<file path="config.mk">
export PLATFORM = sky130hd
export DESIGN_NAME = touch_event_varint_message_encoder_unit
export DESIGN_NICKNAME = d
export VERILOG_FILES = /design/src/rtl/core/tevme_pkg.sv /design/src/rtl/core/tevme_scale.sv /design/src/rtl/core/tevme_seq.sv /design/src/rtl/core/tevme_emit.sv /design/src/rtl/core/touch_event_varint_message_encoder_unit.sv
export SDC_FILE = /design/constraint.sdc
export NUM_CORES = 1
export LEC_CHECK = 0
export BUFFER_PORTS_ARGS = -buffer_cell sky130_fd_sc_hd__buf_2
export CELL_PAD_IN_SITES_DETAIL_PLACEMENT = 0
export CELL_PAD_IN_SITES_GLOBAL_PLACEMENT = 1
export CORE_MARGIN = 8
export CORE_UTILIZATION = 44
export DETAILED_ROUTE_END_ITERATION = 8
export PLACE_DENSITY = 0.75
export SYNTH_ARGS = -nofsm -noshare
export SYNTH_HDL_FRONTEND = slang
export SYNTH_HIERARCHICAL = 1
export SYNTH_SLANG_ARGS = --single-unit
</file>
<file path="constraint.sdc">
create_clock -name clk_i -period 5.27 [get_ports clk_i]
set_input_delay 1.054 -clock clk_i [delete_from_list [all_inputs] [get_ports clk_i]]
set_output_delay 1.054 -clock clk_i [all_outputs]
set_load 0.02 [all_outputs]
</file>
<file path="src/rtl/core/tevme_pkg.sv">
// Shared types, codes and the microcode table of the touch event message encoder.
package tevme_pkg;

  typedef enum logic [1:0] {
    ST_IDLE,
    ST_SCALE,
    ST_RUN
  } state_e;

  typedef enum logic [1:0] {
    OP_CONST,
    OP_CONST_N,
    OP_VARINT,
    OP_ACTION
  } op_e;

  typedef enum logic [1:0] {
    LD_NONE,
    LD_X,
    LD_Y
  } load_e;

  // One microcode word: byte source, shift register load on leaving the step,
  // end-of-program mark and the constant byte.
  typedef struct packed {
    op_e        op;
    load_e      load;
    logic       last;
    logic [7:0] konst;
  } ctrl_t;

  typedef struct packed {
    logic adv;
    logic more;
  } emit_stat_t;

  localparam int StepW = 5;
  typedef logic [StepW-1:0] step_t;

  localparam logic [4:0] EV_SYNC = 5'd0;
  localparam logic [4:0] EV_KEY  = 5'd1;
  localparam logic [4:0] EV_ABS  = 5'd3;

  localparam logic [9:0] CODE_POS_X = 10'h035;
  localparam logic [9:0] CODE_POS_Y = 10'h036;
  localparam logic [9:0] CODE_TOUCH = 10'h14a;

  localparam logic [1:0] ACT_DOWN = 2'd0;
  localparam logic [1:0] ACT_UP   = 2'd1;
  localparam logic [1:0] ACT_MOVE = 2'd2;

  localparam logic [12:0] RAW_FULL = 13'd4095;

  localparam logic [7:0] CFG_WIDTH  = 8'd0;
  localparam logic [7:0] CFG_HEIGHT = 8'd1;

  localparam logic [11:0] WIDTH_RST  = 12'd800;
  localparam logic [11:0] HEIGHT_RST = 12'd480;

  function automatic ctrl_t mk(op_e op, load_e load, logic last, logic [7:0] konst);
    ctrl_t c;
    c.op    = op;
    c.load  = load;
    c.last  = last;
    c.konst = konst;
    return c;
  endfunction

  // Message program. A varint step repeats while more bytes remain.
  function automatic ctrl_t ucode(step_t s);
    ctrl_t c;
    unique case (s)
      5'd0:    c = mk(OP_CONST,   LD_NONE, 1'b0, 8'h80);
      5'd1:    c = mk(OP_CONST,   LD_NONE, 1'b0, 8'h01);
      5'd2:    c = mk(OP_CONST,   LD_NONE, 1'b0, 8'h08);
      5'd3:    c = mk(OP_VARINT,  LD_NONE, 1'b0, 8'h00);
      5'd4:    c = mk(OP_CONST,   LD_NONE, 1'b0, 8'h1a);
      5'd5:    c = mk(OP_CONST_N, LD_NONE, 1'b0, 8'h09);
      5'd6:    c = mk(OP_CONST,   LD_NONE, 1'b0, 8'h0a);
      5'd7:    c = mk(OP_CONST_N, LD_NONE, 1'b0, 8'h03);
      5'd8:    c = mk(OP_CONST,   LD_X,    1'b0, 8'h08);
      5'd9:    c = mk(OP_VARINT,  LD_NONE, 1'b0, 8'h00);
      5'd10:   c = mk(OP_CONST,   LD_Y,    1'b0, 8'h10);
      5'd11:   c = mk(OP_VARINT,  LD_NONE, 1'b0, 8'h00);
      5'd12:   c = mk(OP_CONST,   LD_NONE, 1'b0, 8'h18);
      5'd13:   c = mk(OP_CONST,   LD_NONE, 1'b0, 8'h00);
      5'd14:   c = mk(OP_CONST,   LD_NONE, 1'b0, 8'h10);
      5'd15:   c = mk(OP_CONST,   LD_NONE, 1'b0, 8'h00);
      5'd16:   c = mk(OP_CONST,   LD_NONE, 1'b0, 8'h18);
      5'd17:   c = mk(OP_ACTION,  LD_NONE, 1'b1, 8'h00);
      default: c = mk(OP_CONST,   LD_NONE, 1'b1, 8'h00);
    endcase
    return c;
  endfunction

endpackage

</file>
<file path="src/rtl/core/tevme_scale.sv">
// Position scaler: raw * size / 4095 as a registered multiply and a correction step.
module tevme_scale import tevme_pkg::*; (
  input  logic        clk_i,
  input  logic        rst_ni,
  input  logic        start_i,
  input  logic [11:0] raw_i,
  input  logic [11:0] size_i,
  output logic        done_o,
  output logic [11:0] quot_o
);

  logic [23:0] prod_q;
  logic        vld_q;
  logic [11:0] hi;
  logic [11:0] lo;
  logic [12:0] sum;

  always_ff @(posedge clk_i or negedge rst_ni) begin
    if (!rst_ni) begin
      vld_q <= 1'b0;
    end else begin
      vld_q <= start_i;
    end
  end

  always_ff @(posedge clk_i) begin
    if (start_i) begin
      prod_q <= raw_i * size_i;
    end
  end

  // p = 4096*hi + lo = 4095*hi + (hi + lo), and hi + lo stays below 2*4095.
  assign hi  = prod_q[23:12];
  assign lo  = prod_q[11:0];
  assign sum = {1'b0, hi} + {1'b0, lo};

  assign quot_o = hi + {11'd0, (sum >= RAW_FULL)};
  assign done_o = vld_q;

endmodule

</file>
<file path="src/rtl/core/tevme_seq.sv">
// Microcode sequencer: step counter, program table lookup and conditional repeat.
module tevme_seq import tevme_pkg::*; (
  input  logic       clk_i,
  input  logic       rst_ni,
  input  logic       start_i,
  input  emit_stat_t stat_i,
  output ctrl_t      ctrl_o,
  output logic       busy_o
);

  step_t step_q, step_d;
  logic  busy_q, busy_d;
  ctrl_t ctrl;

  assign ctrl   = ucode(step_q);
  assign ctrl_o = ctrl;
  assign busy_o = busy_q;

  always_comb begin
    step_d = step_q;
    busy_d = busy_q;
    priority if (start_i) begin
      step_d = '0;
      busy_d = 1'b1;
    end else if (busy_q && stat_i.adv) begin
      priority if (ctrl.op == OP_VARINT && stat_i.more) begin
        step_d = step_q;
      end else if (ctrl.last) begin
        busy_d = 1'b0;
      end else begin
        step_d = step_q + 1'b1;
      end
    end else begin
      step_d = step_q;
    end
  end

  always_ff @(posedge clk_i or negedge rst_ni) begin
    if (!rst_ni) begin
      step_q <= '0;
      busy_q <= 1'b0;
    end else begin
      step_q <= step_d;
      busy_q <= busy_d;
    end
  end

endmodule

</file>
<file path="src/rtl/core/tevme_emit.sv">
// Byte datapath: varint shift register, byte select and the output register.
module tevme_emit import tevme_pkg::*; (
  input  logic        clk_i,
  input  logic        rst_ni,
  input  logic        start_i,
  input  logic [62:0] ts_i,
  input  logic        busy_i,
  input  ctrl_t       ctrl_i,
  input  logic [11:0] pos_x_i,
  input  logic [11:0] pos_y_i,
  input  logic [1:0]  action_i,
  input  logic        tready_i,
  output logic        tvalid_o,
  output logic [7:0]  tdata_o,
  output logic        tlast_o,
  output emit_stat_t  stat_o
);

  logic [62:0] vsr_q;
  logic        more;
  logic        adv;
  logic [2:0]  ncoord;
  logic [7:0]  byte_d;
  logic        tvalid_q;
  logic [7:0]  tdata_q;
  logic        tlast_q;

  assign more = |vsr_q[62:7];
  assign adv  = busy_i && (!tvalid_q || tready_i);

  // Bytes of the three coordinate varints; the third one is always a single zero.
  assign ncoord = 3'd3 + {2'd0, |pos_x_i[11:7]} + {2'd0, |pos_y_i[11:7]};

  always_comb begin
    unique case (ctrl_i.op)
      OP_CONST:   byte_d = ctrl_i.konst;
      OP_CONST_N: byte_d = ctrl_i.konst + {5'd0, ncoord};
      OP_VARINT:  byte_d = {more, vsr_q[6:0]};
      OP_ACTION:  byte_d = {6'd0, action_i};
      default:    byte_d = ctrl_i.konst;
    endcase
  end

  always_ff @(posedge clk_i) begin
    priority if (start_i) begin
      vsr_q <= ts_i;
    end else if (adv && ctrl_i.op == OP_VARINT) begin
      vsr_q <= {7'd0, vsr_q[62:7]};
    end else if (adv && ctrl_i.load == LD_X) begin
      vsr_q <= {51'd0, pos_x_i};
    end else if (adv && ctrl_i.load == LD_Y) begin
      vsr_q <= {51'd0, pos_y_i};
    end else begin
      vsr_q <= vsr_q;
    end
  end

  always_ff @(posedge clk_i) begin
    if (adv) begin
      tdata_q <= byte_d;
      tlast_q <= ctrl_i.last;
    end
  end

  always_ff @(posedge clk_i or negedge rst_ni) begin
    if (!rst_ni) begin
      tvalid_q <= 1'b0;
    end else if (adv) begin
      tvalid_q <= 1'b1;
    end else if (tready_i) begin
      tvalid_q <= 1'b0;
    end
  end

  assign tvalid_o    = tvalid_q;
  assign tdata_o     = tdata_q;
  assign tlast_o     = tlast_q;
  assign stat_o.adv  = adv;
  assign stat_o.more = more;

endmodule

</file>
<file path="src/rtl/core/touch_event_varint_message_encoder_unit.sv">
// Touch event message encoder: keeps the touch position and action from input
// events and, on a sync event, streams one framed message a byte per transaction.
// A key or ignored event is taken while idle; a position event passes through a
// registered 12x12 multiply, then a constant-4095 correction step; a sync event
// occupies the block while the microcode sequencer emits the message (18 to 28
// bytes), one byte per cycle while the output side keeps taking bytes. The output
// register lets the next event be accepted while the final byte still waits.
// Configuration writes are always taken.
module touch_event_varint_message_encoder_unit import tevme_pkg::*; (
  input  logic        clk_i,
  input  logic        rst_ni,
  input  logic        s_axis_tvalid,
  output logic        s_axis_tready,
  input  logic [87:0] s_axis_tdata,  // event_code[9:0], event_value[21:10],
                                     // timestamp_ns[84:22], zero[87:85]
  input  logic [7:0]  s_axis_tuser,  // event_kind[4:0], zero[7:5]
  output logic        m_axis_tvalid,
  input  logic        m_axis_tready,
  output logic [7:0]  m_axis_tdata,  // message_byte[7:0]
  output logic        m_axis_tlast,
  input  logic        cfg_valid_i,
  output logic        cfg_ready_o,
  input  logic [7:0]  cfg_index_i,
  input  logic [11:0] cfg_data_i
);

  state_e      state_q, state_d;
  logic [11:0] width_q;
  logic [11:0] height_q;
  logic [11:0] pos_x_q;
  logic [11:0] pos_y_q;
  logic [1:0]  action_q;
  logic        pending_q;
  logic        is_y_q;

  logic [4:0]  ev_type;
  logic [9:0]  ev_code;
  logic [11:0] ev_value;
  logic [62:0] ev_ts;
  logic        acc;
  logic        is_pos;
  logic        is_touch;
  logic        is_sync;
  logic        scale_start;
  logic        scale_done;
  logic [11:0] scale_quot;
  logic [11:0] scale_size;
  ctrl_t       ctrl;
  emit_stat_t  stat;
  logic        busy;

  assign ev_code  = s_axis_tdata[9:0];
  assign ev_value = s_axis_tdata[21:10];
  assign ev_ts    = s_axis_tdata[84:22];
  assign ev_type  = s_axis_tuser[4:0];

  assign acc      = s_axis_tvalid && s_axis_tready;
  assign is_pos   = (ev_type == EV_ABS) && (ev_code == CODE_POS_X || ev_code == CODE_POS_Y);
  assign is_touch = (ev_type == EV_KEY) && (ev_code == CODE_TOUCH);
  assign is_sync  = (ev_type == EV_SYNC);

  assign scale_start = acc && is_pos;
  assign scale_size  = (ev_code == CODE_POS_Y) ? height_q : width_q;

  assign cfg_ready_o = 1'b1;

  // Next state.
  always_comb begin
    state_d = state_q;
    unique case (state_q)
      ST_IDLE: begin
        if (acc && is_pos) begin
          state_d = ST_SCALE;
        end else if (acc && is_sync) begin
          state_d = ST_RUN;
        end
      end
      ST_SCALE: begin
        if (scale_done) begin
          state_d = ST_IDLE;
        end
      end
      ST_RUN: begin
        if (!busy) begin
          state_d = ST_IDLE;
        end
      end
      default: state_d = ST_IDLE;
    endcase
  end

  // Outputs of the state machine.
  always_comb begin
    unique case (state_q)
      ST_IDLE: s_axis_tready = 1'b1;
      default: s_axis_tready = 1'b0;
    endcase
  end

  always_ff @(posedge clk_i or negedge rst_ni) begin
    if (!rst_ni) begin
      state_q   <= ST_IDLE;
      width_q   <= WIDTH_RST;
      height_q  <= HEIGHT_RST;
      pos_x_q   <= '0;
      pos_y_q   <= '0;
      action_q  <= ACT_DOWN;
      pending_q <= 1'b0;
      is_y_q    <= 1'b0;
    end else begin
      state_q <= state_d;
      if (cfg_valid_i && cfg_index_i == CFG_WIDTH) begin
        width_q <= cfg_data_i;
      end
      if (cfg_valid_i && cfg_index_i == CFG_HEIGHT) begin
        height_q <= cfg_data_i;
      end
      if (scale_start) begin
        is_y_q <= (ev_code == CODE_POS_Y);
      end
      if (scale_done && is_y_q) begin
        pos_y_q <= scale_quot;
      end
      if (scale_done && !is_y_q) begin
        pos_x_q <= scale_quot;
      end
      if (acc && is_touch) begin
        pending_q <= 1'b1;
        action_q  <= (ev_value == 12'd1) ? ACT_DOWN : ACT_UP;
      end else if (acc && is_sync) begin
        // Without a key event since the last message the touch counts as a move.
        pending_q <= 1'b0;
        if (!pending_q) begin
          action_q <= ACT_MOVE;
        end
      end
    end
  end

  tevme_scale u_scale (
    .clk_i   (clk_i),
    .rst_ni  (rst_ni),
    .start_i (scale_start),
    .raw_i   (ev_value),
    .size_i  (scale_size),
    .done_o  (scale_done),
    .quot_o  (scale_quot)
  );

  tevme_seq u_seq (
    .clk_i   (clk_i),
    .rst_ni  (rst_ni),
    .start_i (acc && is_sync),
    .stat_i  (stat),
    .ctrl_o  (ctrl),
    .busy_o  (busy)
  );

  tevme_emit u_emit (
    .clk_i    (clk_i),
    .rst_ni   (rst_ni),
    .start_i  (acc && is_sync),
    .ts_i     (ev_ts),
    .busy_i   (busy),
    .ctrl_i   (ctrl),
    .pos_x_i  (pos_x_q),
    .pos_y_i  (pos_y_q),
    .action_i (action_q),
    .tready_i (m_axis_tready),
    .tvalid_o (m_axis_tvalid),
    .tdata_o  (m_axis_tdata),
    .tlast_o  (m_axis_tlast),
    .stat_o   (stat)
  );

endmodule

</file>
[Yosys cells after proc, flatten, opt, wreduce, memory -nomap -nowiden]
Memories as Yosys holds them, arrays and structs flattened.
Cells that the tools add are included.
Storage, ports and cells
  register bits: 158
  memory bits (read-only): 320
  input bits: 121
  output and inout port bits: 12
  word-level logic and storage cells: 109
  memories kept: 1
Memory list
  (name not given): depth 32, width 10, rd ports 1, clocked after Yosys merged registers in 0, write ports 0, line tevme_pkg.sv:72  | unique case (s)
Operators by class
  add/subtract/negate cells: 6
  multipliers: 1
  order comparisons: 1
  eq/ne operators: 20
  muxes and demuxes: 28
  reduce and logical (&&, ||, !) cells: 36
Operators by type and width (count)
  $mux W63: 4
  $reduce_or A56 Y1: 1
  $pmux W8 S4: 1
  $mul A12 B12 Y24: 1
  $eq A10 B6 Y1 const B: 2
  $mux W5: 4
  $logic_and A1 B1 Y1: 16
  $mux W2: 7
  $add A12 B12 Y13: 1
  $ge A13 B12 Y1 const B: 1
  $add A12 B1 Y12: 1
  $eq A12 B1 Y1 const B: 1
  $mux W12: 1
  $eq A10 B9 Y1 const B: 1
  $mux W1: 10
  $reduce_or A5 Y1: 2
  $reduce_and A3 Y1: 3
  $add A8 B3 Y8: 1
  $eq A2 B2 Y1 const B: 4
  $eq A8 B1 Y1 const B: 1
  $logic_not A8 Y1: 1
  $ne A2 B1 Y1 const B: 4
  $reduce_bool A2 Y1: 4
  $eq A2 B1 Y1 const B: 3
  14 further kinds: 17

[Longest topological paths before layout]
Gate-level depths: netlist of run 1.
  depth in word-level cells: 8
  depth in mapped cells: 25
  depth with buffers taken out: 22

[By module]
The synthesis of run 1 kept the hierarchy.
Modules (own cells, without submodules)
  tevme_scale: instances 1, cells an instance 666, area an instance 6088.3 sq um, seq. area each 745.7 sq um
  tevme_emit: instances 1, cells an instance 313, area an instance 3848.7 sq um, seq. area each 2187.1 sq um
  touch_event_varint_message_encoder_unit: instances 1, cells an instance 160, area an instance 2459.9 sq um, seq. area each 1360.1 sq um
  tevme_seq: instances 1, cells an instance 74, area an instance 619.3 sq um, seq. area each 150.1 sq um

[Least setup slack after synthesis of run 1]
OpenSTA, ideal clock, no wires.
  path kind: input -> register
  from: input port s_axis_tdata[6]
  to: register u_scale.prod_q[20] (data pin)
  library setup time: 180 ps
  arrival time: 6650 ps
  required time: 5090 ps
  path slack: -1560 ps
  stages on the path: 22
  buffers on the path: 2
  cell sequence: nor4bb_1 nand4b_1 or3b_4 buf_6 mux2_2 clkbuf_1 nand2_1 fa_1 fa_1 inv_1 fa_1 fa_1 inv_1 fa_1 inv_1 ha_1 and3_1 nand2_1 a21oi_2 o211ai_2 or4b_1 o311ai_1
Between the ends
  cells in the longest elaborated chain, start to end: 3
Ends and longest elaborated chain
  start, declared: line touch_event_varint_message_encoder_unit.sv:14  | input logic [87:0] s_axis_tdata,
  $eq A10 B6 Y1: line touch_event_varint_message_encoder_unit.sv:63  | assign scale_size = (ev_code == CODE_POS_Y) ? height_q : width_q;
  $mux W12: line touch_event_varint_message_encoder_unit.sv:63
  via scale_size[3]: line touch_event_varint_message_encoder_unit.sv:47  | logic [11:0] scale_size;
  $mul A12 B12 Y24: line tevme_scale.sv:28  | prod_q <= raw_i * size_i;
  end signal, assigned: line tevme_scale.sv:28
  end, declared: line tevme_scale.sv:12  | logic [23:0] prod_q;
The timed path passes the listed nets, and every way through them passes these cells.
A chain may end at the register's enable or synchronous reset.

[Final worst setup path of run 1]
  from: input port s_axis_tdata[8]
  to: register u_scale.prod_q[20] (data pin)
The elaborated chain is that of the path after synthesis.

==> results of run 1 <==
[worst max-delay path: stages]
cell and delay [ps]:
buf_6 100, nor4bb_4 270, nand4b_1 190, or3b_4 520, buf_6 160, mux2_4 330, and2_4 150, fa_1 490
fa_1 570, fa_1 430, fa_1 510, inv_2 40, fa_1 490, inv_2 50, ha_4 150, a211o_1 290
a21oi_4 170, a21oi_1 160, o211ai_2 110, or4b_4 470, o311ai_1 90
[sequential cells by signal, summed over array words and instances, names as in the netlist]
signal and flops:
is_y_q 1, u_seq/busy_o 1, u_emit/tdata_o 8, u_emit/tvalid_o 1
width_q 12, action_q 2, pos_x_q 12, u_seq/step_q 5
u_scale/done_o 1, state_q 2, pending_q 1, u_scale/prod_q 24
u_emit/vsr_q 63, pos_y_q 12, height_q 12, u_emit/tlast_o 1
[logic make-up after synthesis]
| logic type | Yosys count | synth area share, % |
|---|---|---|
| AO/OA/AOI/OAI | 128 | 6.873 |
| AND/OR/NAND/NOR | 362 | 14.31 |
| XOR/XNOR | 43 | 2.893 |
| adder cells (fa/ha/maj) | 188 | 23.95 |
| other | 2 | 0.05770 |
| buffers and inverters | 204 | 6.488 |
| multiplexers | 128 | 11.29 |
| flip-flops | 158 | 34.13 |
[power groups by stage]
stage,Clock [mW],Sequential [mW],Combinational [mW]
2_1_floorplan,0,1.55,0.737
3_3_place_gp,0,1.54,1.06
3_5_place_dp,0,1.55,1.08
4_1_cts,1.25,1.52,1.12
5_1_grt,1.30,1.53,1.27
6_report,1.22,1.52,1.13
[metal layers]
layer | GRT usage (%) | vias up
met5 | 0 | -
met2 | 33.23 | 140
met1 | 21.41 | 4578
met3 | 2.322 | 31
met4 | 4.818 | 0
li1 | - | 4512
[how the worst min path moves through the flow]
stage | start | endpoint | slack, ps | cells past startpoint
floorplan | state_q[0] | state_q[1] | 460 | 1
global placement | state_q[0] | state_q[1] | 470 | 1
detailed placement | width_q[11] | width_q[11] | 490 | 1
CTS | pos_x_q[0] | pos_x_q[0] | 510 | 1
global route | pos_x_q[0] | pos_x_q[0] | 520 | 1
finish | pos_x_q[0] | pos_x_q[0] | 510 | 1
[synth_stat cells, drive strengths merged (4+ instances only)]
cell	instances	area share (%)
nand3	11	0.42
a211oi	16	0.96
a21o	15	0.87
mux2i	62	4.8
o21ai	19	0.73
xor2	18	1.2
mux2	64	6.2
inv	145	4.2
or4	4	0.29
nand2b	9	0.43
nor3	4	0.15
nor2b	18	0.87
dfrtp	55	11
a21oi	43	1.8
o21a	4	0.23
ha	86	8.3
clkbuf	33	0.96
nor2	77	2.2
a31oi	4	0.24
fa	102	16
nand2	119	3.5
and3	6	0.29
and2	64	3.1
edfxtp	96	22
nand4	11	0.53
buf	25	1.3
xnor2	25	1.7
nor4	19	1.1
dfstp	7	1.4
[repair_timing]
item	4_1_cts	5_1_grt
setup buffers	14	6
pin swaps	24	36
setup endpoints to repair	18	19
cloned	1	0
resized for setup	50	51
endpoints found under the hold margin	0	0
[area by class of cell]
type,count,area [um^2]
clock buffers,17,425.4
flip-flops and latches,158,4443
repair buffers,249,1653
multi-input cells,854,8272
well taps,390,488.0
inverters,146,549.3
clock inverters,15,162.7
diodes,1,2.502
fillers,2610,13410
[through the flow]
stage / worst slack (ps) / power (mW)
final: -1274 / 3.872
after detailed placement: -1670 / 2.621
after global placement: -1614 / 2.601
after global routing: -1437 / 4.097
after CTS: -1184 / 3.882
after floorplan: -1302 / 2.282
==> flow_metrics.py, run 1 <==
metrics = {
    "timing": {
        "setup-tns-final_ps": -16520,
        "postLayoutSetupSlackWorst_ps": -1274,
        "fin_crit_sh_pct": 124.2,
        "hold_ws_ps": 505.4,
        "worstMarginPinSlew_ps": 1059,
        "report.final.setup_viol": 19,
        "report.final.hold_viol_count": 0,
        "fmax_mhz": 152.8,
        "clock_skew_ps": 19.47,
        "timing.final.max_slew_violations": 0,
        "grt_setup_unrepaired": "true",
        "timing.final.crit_period_ps": 6544,
        "timing.slew.headroom_pct": 29.43,
    },
    "placed_design": {
        "routability_driven_placement_congestion_ratio": 0.8197,
        "dp_cells": 1777,
        "port_buffers": 125,
        "hpwlAfterDp_mm": 24.50,
        "post_place_instance_area_um2": 14860,
    },
    "clock_tree": {
        "htree_levels": 4,
        "worst_skew_pair.late_latency_ps": 430,
        "tritoncts": "built",
        "number_of_buffers_created_by_cts": 17,
        "cts_hold_buffers": 0,
        "clock-root-buffer": "clkbuf_16",
        "cts_sinks": 158,
        "clock_path_buffers": 2,
        "clk_transition_reported_paths_ps": 70,
    },
    "cells_and_area": {
        "layout-area-overhead-vs-synth_pct": 22.89,
        "final_cell_mix": "129 x inv_1, 122 x buf_2, 108 x buf_4",
        "layout.core_utilization_pct": 54.40,
        "drive_above_1_share_pct": 32.66,
        "final_design_area_no_fill_um2": 16000,
        "final_common_cell": "inv_1",
        "final-instance-count-excl-fill": 1830,
        "finalNetCount": 1735,
    },
    "synth": {
        "syn-cell-area_um2": 13020,
        "synth_warnings": 6,
        "distinct_cells_synth": 78,
        "sequential_element_share_of_the_synthesized_area_pct": 34.13,
        "synth_cells": 1213,
        "per_instance_average_area_after_synthesis_um2": 10.73,
        "synthArstFlopShare_pct": 39.24,
        "synth-edff-count": 96,
        "synth_ff_type": "edfxtp_1",
        "synth_seq_cells": 158,
    },
    "critical_path": {
        "reg2reg_setup_slack_ps": 140,
        "worst_ep_required_time_ps": 5510,
        "timing.rr.start": "height_q[5]",
        "critical_path.startpoint": "s_axis_tdata[8]",
        "timing_worst_setup_path_type": "input pin to register",
        "worstPathMaxFanout": 6,
        "critPathArrivalTime_ps": 6780,
        "timing.rr.end": "u_scale/prod_q[20]",
        "worst_r2r_path_depth": 17,
        "worst_setup_path_end_kind": "register",
        "endpoint_of_the_most_critical_setup_path": "u_scale/prod_q[20]",
        "worstSetupStartpointType": "input pin",
    },
    "min_path": {
        "hold_class": "register to register",
    },
    "route": {
        "wl_met2_mm": 16.38,
        "detail_route.wl_per_cell_um": 16.88,
        "met3WireLength_um": 817,
        "route.vias.total": 9261,
        "top_signal_layer_used": "met4",
        "postRouteWirelength_mm": 30.88,
        "drc_errors": 0,
        "dr.pass1.iters": 5,
        "wl_met1_mm": 13.19,
        "drtAntennaViolNets": 0,
        "vias_per_cell": 5.061,
        "detailed_router_s_first_iteration_violation_count": 347,
    },
    "power_and_ir_drop": {
        "p_int_mw": 2.591,
        "power.sequential.fraction_pct": 39.3,
        "netSwitchingFraction_pct": 33.09,
        "p_leak_nw": 7.516,
        "pwr-share-clk_pct": 31.5,
        "switchingPower_mw": 1.281,
        "cellPowerDensity_nw_per_um2": 242.1,
        "vdd_ir_drop_max_mv": 0.1765,
        "combinationalPowerShare_pct": 29.3,
    },
    "floorplan": {
        "fp.coreArea_um2": 29400,
        "chipWidth_um": 188.0,
        "rows": 63,
        "fp.dieArea_um2": 35340,
        "initial_core_util_pct": 44.27,
        "chipHeight_um": 188.0,
        "floorplan.io_pins": 133,
    },
    "global_route": {
        "via_count_of_the_first_global_routing_pass": 10150,
        "grt_use_total_pct": 17.92,
        "grt_antenna_before_repair": 1,
        "global_route_wire_length_before_repair_mm": 51.39,
        "grt_max_degree": 64,
        "grt_overflow": 0,
    },
    "status": {
        "violated_checks": "setup timing",
        "status": "complete, but fails checks",
    },
    "flow_run": {
        "timing.max_cap.violations": 0,
    },
}
(Power assumes the default switching activity.)
==> inputs of run 2 (changes only) <==
- CORE_ASPECT_RATIO: default -> 0.6
==> run 2 against run 1 <==
The flow still finishes with violations (setup timing). Register-to-register slack worse by 70 ps. Final area about the same. Sequential power about the same. Via count up 1.8%. First-iteration DRC count up 82%. Flip-flop and latch count unchanged. Cell count up 0.22%. Clock skew down 7.9 ps. Sequential share of layout area about the same. Critical endpoint is now u_scale/prod_q[21]. Largest power group unchanged. Highest routed layer unchanged.
==> flow_metrics.py, run 2 (synthesis results as in run 1) <==
metrics = {
    "timing": {
        "postLayoutSetupSlackWorst_ps": -1299,
        "timing.slew.headroom_pct": 40.80,
        "fin_crit_sh_pct": 124.7,
        "hold_ws_ps": 484.9,
        "grt_setup_unrepaired": "true",
        "clock_skew_ps": 11.60,
        "fmax_mhz": 152.2,
        "report.final.setup_viol": 18,
        "timing.final.crit_period_ps": 6569,
        "worstMarginPinSlew_ps": 883.3,
        "timing.final.max_slew_violations": 0,
        "report.final.hold_viol_count": 0,
    },
    "min_path": {
        "hold_depth": 1,
        "hold_class": "register to register",
    },
    "critical_path": {
        "worst_setup_path_end_kind": "register",
        "worst_r2r_path_depth": 17,
        "worstPathMaxFanout": 5,
        "critPathArrivalTime_ps": 6740,
        "library_cell_appearing_most_often_on_the_critical_path": "fa_1",
        "worstPathCellList": "buf_6 -> nor4bb_4 -> nand4b_1 -> buf_4 -> or3b_4 -> mux2_4 -> buf_6 -> and2_4 -> fa_1 -> fa_1 -> fa_2 -> fa_1 -> inv_2 -> fa_1 -> inv_2 -> ha_4 -> and3_4 -> nand4_1 -> a21oi_2 -> nor3b_4 -> o41ai_2 -> xor2_1",
        "worst_path_max_delay_cell": "fa_1",
        "timing_worst_setup_path_type": "input pin to register",
        "worstSetupStartpointType": "input pin",
        "worst_ep_required_time_ps": 5440,
        "critical-path-max-stage-delay_ps": 540,
    },
    "clock_tree": {
        "htree_levels": 4,
        "worst_skew_pair.late_latency_ps": 430,
        "cts_hold_buffers": 0,
        "number_of_buffers_created_by_cts": 17,
        "tritoncts": "built",
        "clock_path_buffers": 2,
        "cts_sinks": 158,
        "clk_transition_reported_paths_ps": 60,
        "clock-root-buffer": "clkbuf_16",
    },
    "cells_and_area": {
        "final_design_area_no_fill_um2": 16000,
        "layout-area-overhead-vs-synth_pct": 22.95,
        "filler_cell_count": 2534,
        "final_common_cell": "inv_1",
        "final-instance-count-excl-fill": 1834,
        "largest_reg_flops": 63,
        "drive_above_1_share_pct": 31.87,
        "layout_top_registers": "u_emit/vsr_q (63), u_scale/prod_q (24)",
        "final_cell_mix": "131 x inv_1, 123 x buf_2, 106 x nand2_1",
        "finalNetCount": 1730,
        "max_flop_register": "u_emit/vsr_q",
        "diodes": 0,
    },
    "flow_run": {
        "timing.max_cap.violations": 0,
    },
    "power_and_ir_drop": {
        "vdd_ir_drop_max_mv": 0.1799,
        "cellPowerDensity_nw_per_um2": 253.9,
        "finalPower_mw": 4.064,
        "p_leak_nw": 7.479,
    },
    "route": {
        "vias_per_cell": 5.140,
        "drc_errors": 0,
        "drtAntennaViolNets": 0,
        "detail_route.wl_per_cell_um": 18.05,
        "dr.pass1.iters": 5,
        "postRouteWirelength_mm": 33.11,
        "route.vias.total": 9427,
        "detailed_router_s_first_iteration_violation_count": 630,
    },
    "placed_design": {
        "hpwlAfterDp_mm": 25.91,
        "preCtsSetupSlack_ps": -1729,
        "dp_cells": 1783,
        "routability_driven_placement_congestion_ratio": 0.8637,
        "port_buffers": 125,
        "post_place_instance_area_um2": 14830,
    },
    "global_route": {
        "grt_antenna_before_repair": 0,
        "grt_use_total_pct": 18.32,
        "grt_max_degree": 63,
        "via_count_of_the_first_global_routing_pass": 9583,
        "global_route_wire_length_before_repair_mm": 51.81,
        "grt_overflow": 0,
    },
    "floorplan": {
        "floorplan.io_pins": 133,
        "fp.dieArea_um2": 35520,
        "initial_core_util_pct": 44.96,
        "chipHeight_um": 149.2,
        "chipWidth_um": 238.0,
        "fp.coreArea_um2": 28950,
        "rows": 48,
    },
    "status": {
        "violated_checks": "setup timing",
        "status": "complete, but fails checks",
    },
}
[run 2: cell types whose count changed in the layout (fill, tap and decap cells not counted), sizes merged]
cell,before,now
clkinv,7,6
inv,153,149
mux2,64,66
bufinv,0,5
diode,1,0
buf,249,242
[run 2: through the flow]
stage | utilization [%] | TNS (ps)
6_report | 55.29 | -16290
5_1_grt | 55.29 | -19120
4_1_cts | 54.36 | -16190
3_5_place_dp | 51.24 | -25790
3_3_place_gp | 51.24 | -24210
2_1_floorplan | - | -16480
[run 2: report_power, final]
part / switching [mW] / total (mW) / leakage [nW] / internal [mW]
clock: 0.540 / 1.39 / 0.321 / 0.850
combinational: 0.635 / 1.14 / 5.45 / 0.509
sequential: 0.0841 / 1.53 / 1.71 / 1.44
total: 1.26 / 4.06 / 7.48 / 2.80
[run 2: metal layers]
layer	wire length (um)	GRT usage, %	up-vias
met1	17840	29.66	4668
met2	13080	25.09	229
met3	1958	3.173	16
met4	220	3.121	0
met5	0	0	-
li1	-	-	4514
[run 2: cell type report]
| cell class | count | area (um^2) | share of cell area (%) |
|---|---|---|---|
| multi-input combinational | 856 | 8254 | 51.58 |
| sequential | 158 | 4443 | 27.76 |
| timing repair buffer | 242 | 1600 | 9.999 |
| inverter | 146 | 549.3 | 3.432 |
| tap | 400 | 500.5 | 3.127 |
| clock buffer | 17 | 425.4 | 2.658 |
| clock inverter | 15 | 231.5 | 1.446 |
[run 2: timing repair]
item,in CTS,in global routing
setup endpoints to repair,18,19
pin swaps,13,29
gates cloned,1,2
buffers inserted,7,10
gates resized for setup,41,49
[run 2: worst max-delay path: cells and delay by family]
family / cells / cell delay, ps
AO/OA/AOI/OAI: 2 / 500
XOR/XNOR: 1 / 100
adder cells (fa/ha/maj): 6 / 2760
buffers and inverters: 5 / 500
multiplexers: 1 / 360
AND/OR/NAND/NOR: 7 / 1470
[run 2: worst paths after layout]
| check | startpoint | endpoint | slack (ps) |
|---|---|---|---|
| worst min register to register | state_q[0] | state_q[1] | 480 |
| min in group asynchronous | rst_ni | height_q[0] | 810 |
| worst max register to register | width_q[7] | u_scale/prod_q[21] | 70 |
| worst min-delay path | state_q[0] | state_q[1] | 480 |
| max in group asynchronous | rst_ni | u_seq/step_q[1] | 3890 |
| worst max-delay path | s_axis_tdata[8] | u_scale/prod_q[21] | -1300 |
==> inputs of run 3 (changes only) <==
- ABC_AREA: default -> 1
- CORE_UTILIZATION: 44 -> 41
- PLACE_DENSITY: 0.75 -> 0.74
==> run 3 against run 2 <==
The run still ends with setup timing left. Combinational power increased by 8%. Clock power is 11% lower. Via count is 21% higher. Area after synthesis rose by 5.0%. Largest power group unchanged.
==> flow_metrics.py, run 3 <==
metrics = {
    "status": {
        "status": "complete, but fails checks",
        "violated_checks": "setup timing",
    },
    "route": {
        "dr.pass1.iters": 5,
        "drc_errors": 0,
        "route.vias.total": 11380,
        "postRouteWirelength_mm": 36.07,
        "drtAntennaViolNets": 0,
        "detail_route.wl_per_cell_um": 15.12,
        "detailed_router_s_first_iteration_violation_count": 831,
        "vias_per_cell": 4.769,
    },
    "floorplan": {
        "initial_core_util_pct": 41.90,
        "fp.coreArea_um2": 32610,
        "chipWidth_um": 251.7,
        "rows": 51,
        "fp.dieArea_um2": 39610,
        "chipHeight_um": 157.4,
        "floorplan.io_pins": 133,
    },
    "synth": {
        "synthMuxAreaShare_pct": 0,
        "synth_compound_area_share_pct": 6.374,
        "synth_simple_gate_area_share_pct": 25.43,
        "synth-xor-area-share_pct": 1.731,
        "synth_seq_cells": 158,
        "yosys.cell_count.top_type": "nand2_1",
        "distinct_cells_synth": 55,
        "synth_commonest_cells": "568 x nand2_1, 296 x inv_1, 104 x nor2_1",
        "synth_cells": 1726,
        "sequential_element_share_of_the_synthesized_area_pct": 32.52,
        "per_instance_average_area_after_synthesis_um2": 7.916,
        "syn-cell-area_um2": 13660,
        "synth_warnings": 6,
        "synth_top_family_by_area": "simple AND/OR/NAND/NOR gates",
        "synth_ff_type": "edfxtp_1",
        "synthArstFlopShare_pct": 39.24,
        "yosysTopAreaCellShare_pct": 21.10,
        "post_synth_fa_ha_maj_area_fraction_pct": 22.82,
        "synth-edff-count": 96,
        "synth_top_cell_by_area": "edfxtp_1",
        "netlist_top_cells_area": "edfxtp_1 21%, nand2_1 16%, fa_1 15%",
    },
    "critical_path": {
        "timing_worst_setup_path_type": "input pin to register",
        "worstSetupStartpointType": "input pin",
        "critPathArrivalTime_ps": 5790,
        "worstPathMaxFanout": 8,
        "worst_ep_required_time_ps": 5460,
        "worst_setup_path_end_kind": "register",
    },
    "clock_tree": {
        "number_of_buffers_created_by_cts": 17,
        "clock_path_buffers": 2,
        "worst_skew_pair.late_latency_ps": 440,
        "clk_transition_reported_paths_ps": 60,
        "cts_sinks": 158,
        "htree_levels": 4,
        "cts_hold_buffers": 0,
        "clock-root-buffer": "clkbuf_16",
        "tritoncts": "built",
    },
    "power_and_ir_drop": {
        "cellPowerDensity_nw_per_um2": 239.8,
        "vdd_ir_drop_max_mv": 0.2217,
        "p_leak_nw": 8.738,
        "finalPower_mw": 4.018,
    },
    "cells_and_area": {
        "final_cell_mix": "534 x nand2_1, 279 x inv_1, 121 x buf_2",
        "layout_top_registers": "u_emit/vsr_q (63), u_scale/prod_q (24)",
        "drive_above_1_share_pct": 23.09,
        "layout.core_utilization_pct": 51.39,
        "final_common_cell": "nand2_1",
        "filler_cell_count": 3108,
        "final_design_area_no_fill_um2": 16760,
        "finalNetCount": 2232,
        "diodes": 0,
        "largest_reg_flops": 63,
        "max_flop_register": "u_emit/vsr_q",
        "layout-area-overhead-vs-synth_pct": 22.64,
    },
    "timing": {
        "fin_crit_sh_pct": 106.4,
        "report.final.hold_viol_count": 0,
        "timing.final.max_slew_violations": 0,
        "clock_skew_ps": 8.648,
        "report.final.setup_viol": 15,
        "postLayoutSetupSlackWorst_ps": -336.1,
        "fmax_mhz": 178.4,
        "grt_setup_unrepaired": "true",
        "worstMarginPinSlew_ps": 1042,
        "timing.final.crit_period_ps": 5606,
        "timing.slew.headroom_pct": 30.45,
    },
    "placed_design": {
        "hpwlAfterDp_mm": 28.77,
        "post_place_instance_area_um2": 15590,
        "port_buffers": 125,
        "routability_driven_placement_congestion_ratio": 0.8728,
    },
    "global_route": {
        "grt_overflow": 0,
        "via_count_of_the_first_global_routing_pass": 11240,
        "global_route_wire_length_before_repair_mm": 59.93,
        "grt_use_total_pct": 18.88,
        "grt_antenna_before_repair": 0,
        "grt_max_degree": 73,
    },
    "min_path": {
        "hold_class": "register to register",
    },
    "flow_run": {
        "timing.max_cap.violations": 0,
    },
}
==> run 3: where the power goes <==
part	leakage (nW)	internal, mW	switching, mW
Sequential	1.72	1.47	0.0730
Clock	0.270	0.702	0.538
Combinational	6.75	0.479	0.754
==> run 3: worst max-delay path, stage by stage <==
cell	delay (ps)
buf_8	100
nor2_4	90
nand3_2	90
nor2_4	240
buf_6	180
nand3_2	70
nand2_2	80
buf_12	130
nand2_4	50
fa_1	470
fa_1	490
fa_1	520
inv_1	60
fa_1	510
inv_1	60
fa_1	490
inv_2	50
ha_4	240
a21oi_4	200
buf_6	140
buf_12	90
o211ai_4	90
nand3_1	80
nand2_1	60
xor2_1	140
==> run 3: area by class of cell <==
class	count	area, um^2	share of cell area (%)
inverter	301	1132	6.758
clock buffer	17	425.4	2.539
clock inverter	15	160.2	0.9558
sequential	158	4443	26.52
multi-input combinational	1204	8411	50.19
tap	450	563.0	3.360
timing repair buffer	241	1622	9.677
==> run 3: metal layers <==
layer  vias up  GRT usage [%]  share of wire, %
met4         0          2.818              0.56
li1       5730              -                 -
met2       266          26.99                41
met1      5367          29.07                53
met5         -              0                 0
met3        17          4.182               5.6
==> run 3: metrics by stage <==
| step | setup TNS (ps) | std cells | setup WS [ps] | hold slack, ps |
|---|---|---|---|---|
| floorplan | -3888 | 1728 | -384.4 | 441.9 |
| global placement | -13310 | 2338 | -919.0 | 453.3 |
| detailed placement | -14200 | 2338 | -932.8 | 454.5 |
| CTS | -2902 | 2383 | -264.3 | 464.9 |
| global route | -7072 | 2386 | -538.4 | 485.7 |
| finish | -3684 | 2386 | -336.1 | 461.8 |
==> run 3: cell families (layout without fill, tap and decap cells) <==
logic type      count (synthesis)  after routing
simple gates                  826            827
buf+inv                       367            574
fa+ha+maj                     188            188
compound gates                158            158
flops                         158            158
xor+xnor                       27             27
other cells                     2              4
==> run 3: what timing repair did <==
action | in CTS | in global routing
buffers inserted | 12 | 3
pin swaps | 27 | 23
endpoints found under the setup margin | 17 | 17
gates cloned | 2 | 0
gates resized for setup | 77 | 26
==> run 3: worst paths after layout <==
kind | slack (ps) | cells past startpoint | from | end
worst max-delay path | -340 | 25 | s_axis_tdata[7] | u_scale/prod_q[19]
worst min-delay path | 460 | 2 | width_q[9] | width_q[9]
worst max register to register | 450 | 19 | height_q[5] | u_scale/prod_q[19]
worst min register to register | 460 | 2 | width_q[9] | width_q[9]
max in group asynchronous | 3890 | 2 | rst_ni | width_q[3]
min in group asynchronous | 770 | 2 | rst_ni | u_seq/busy_o
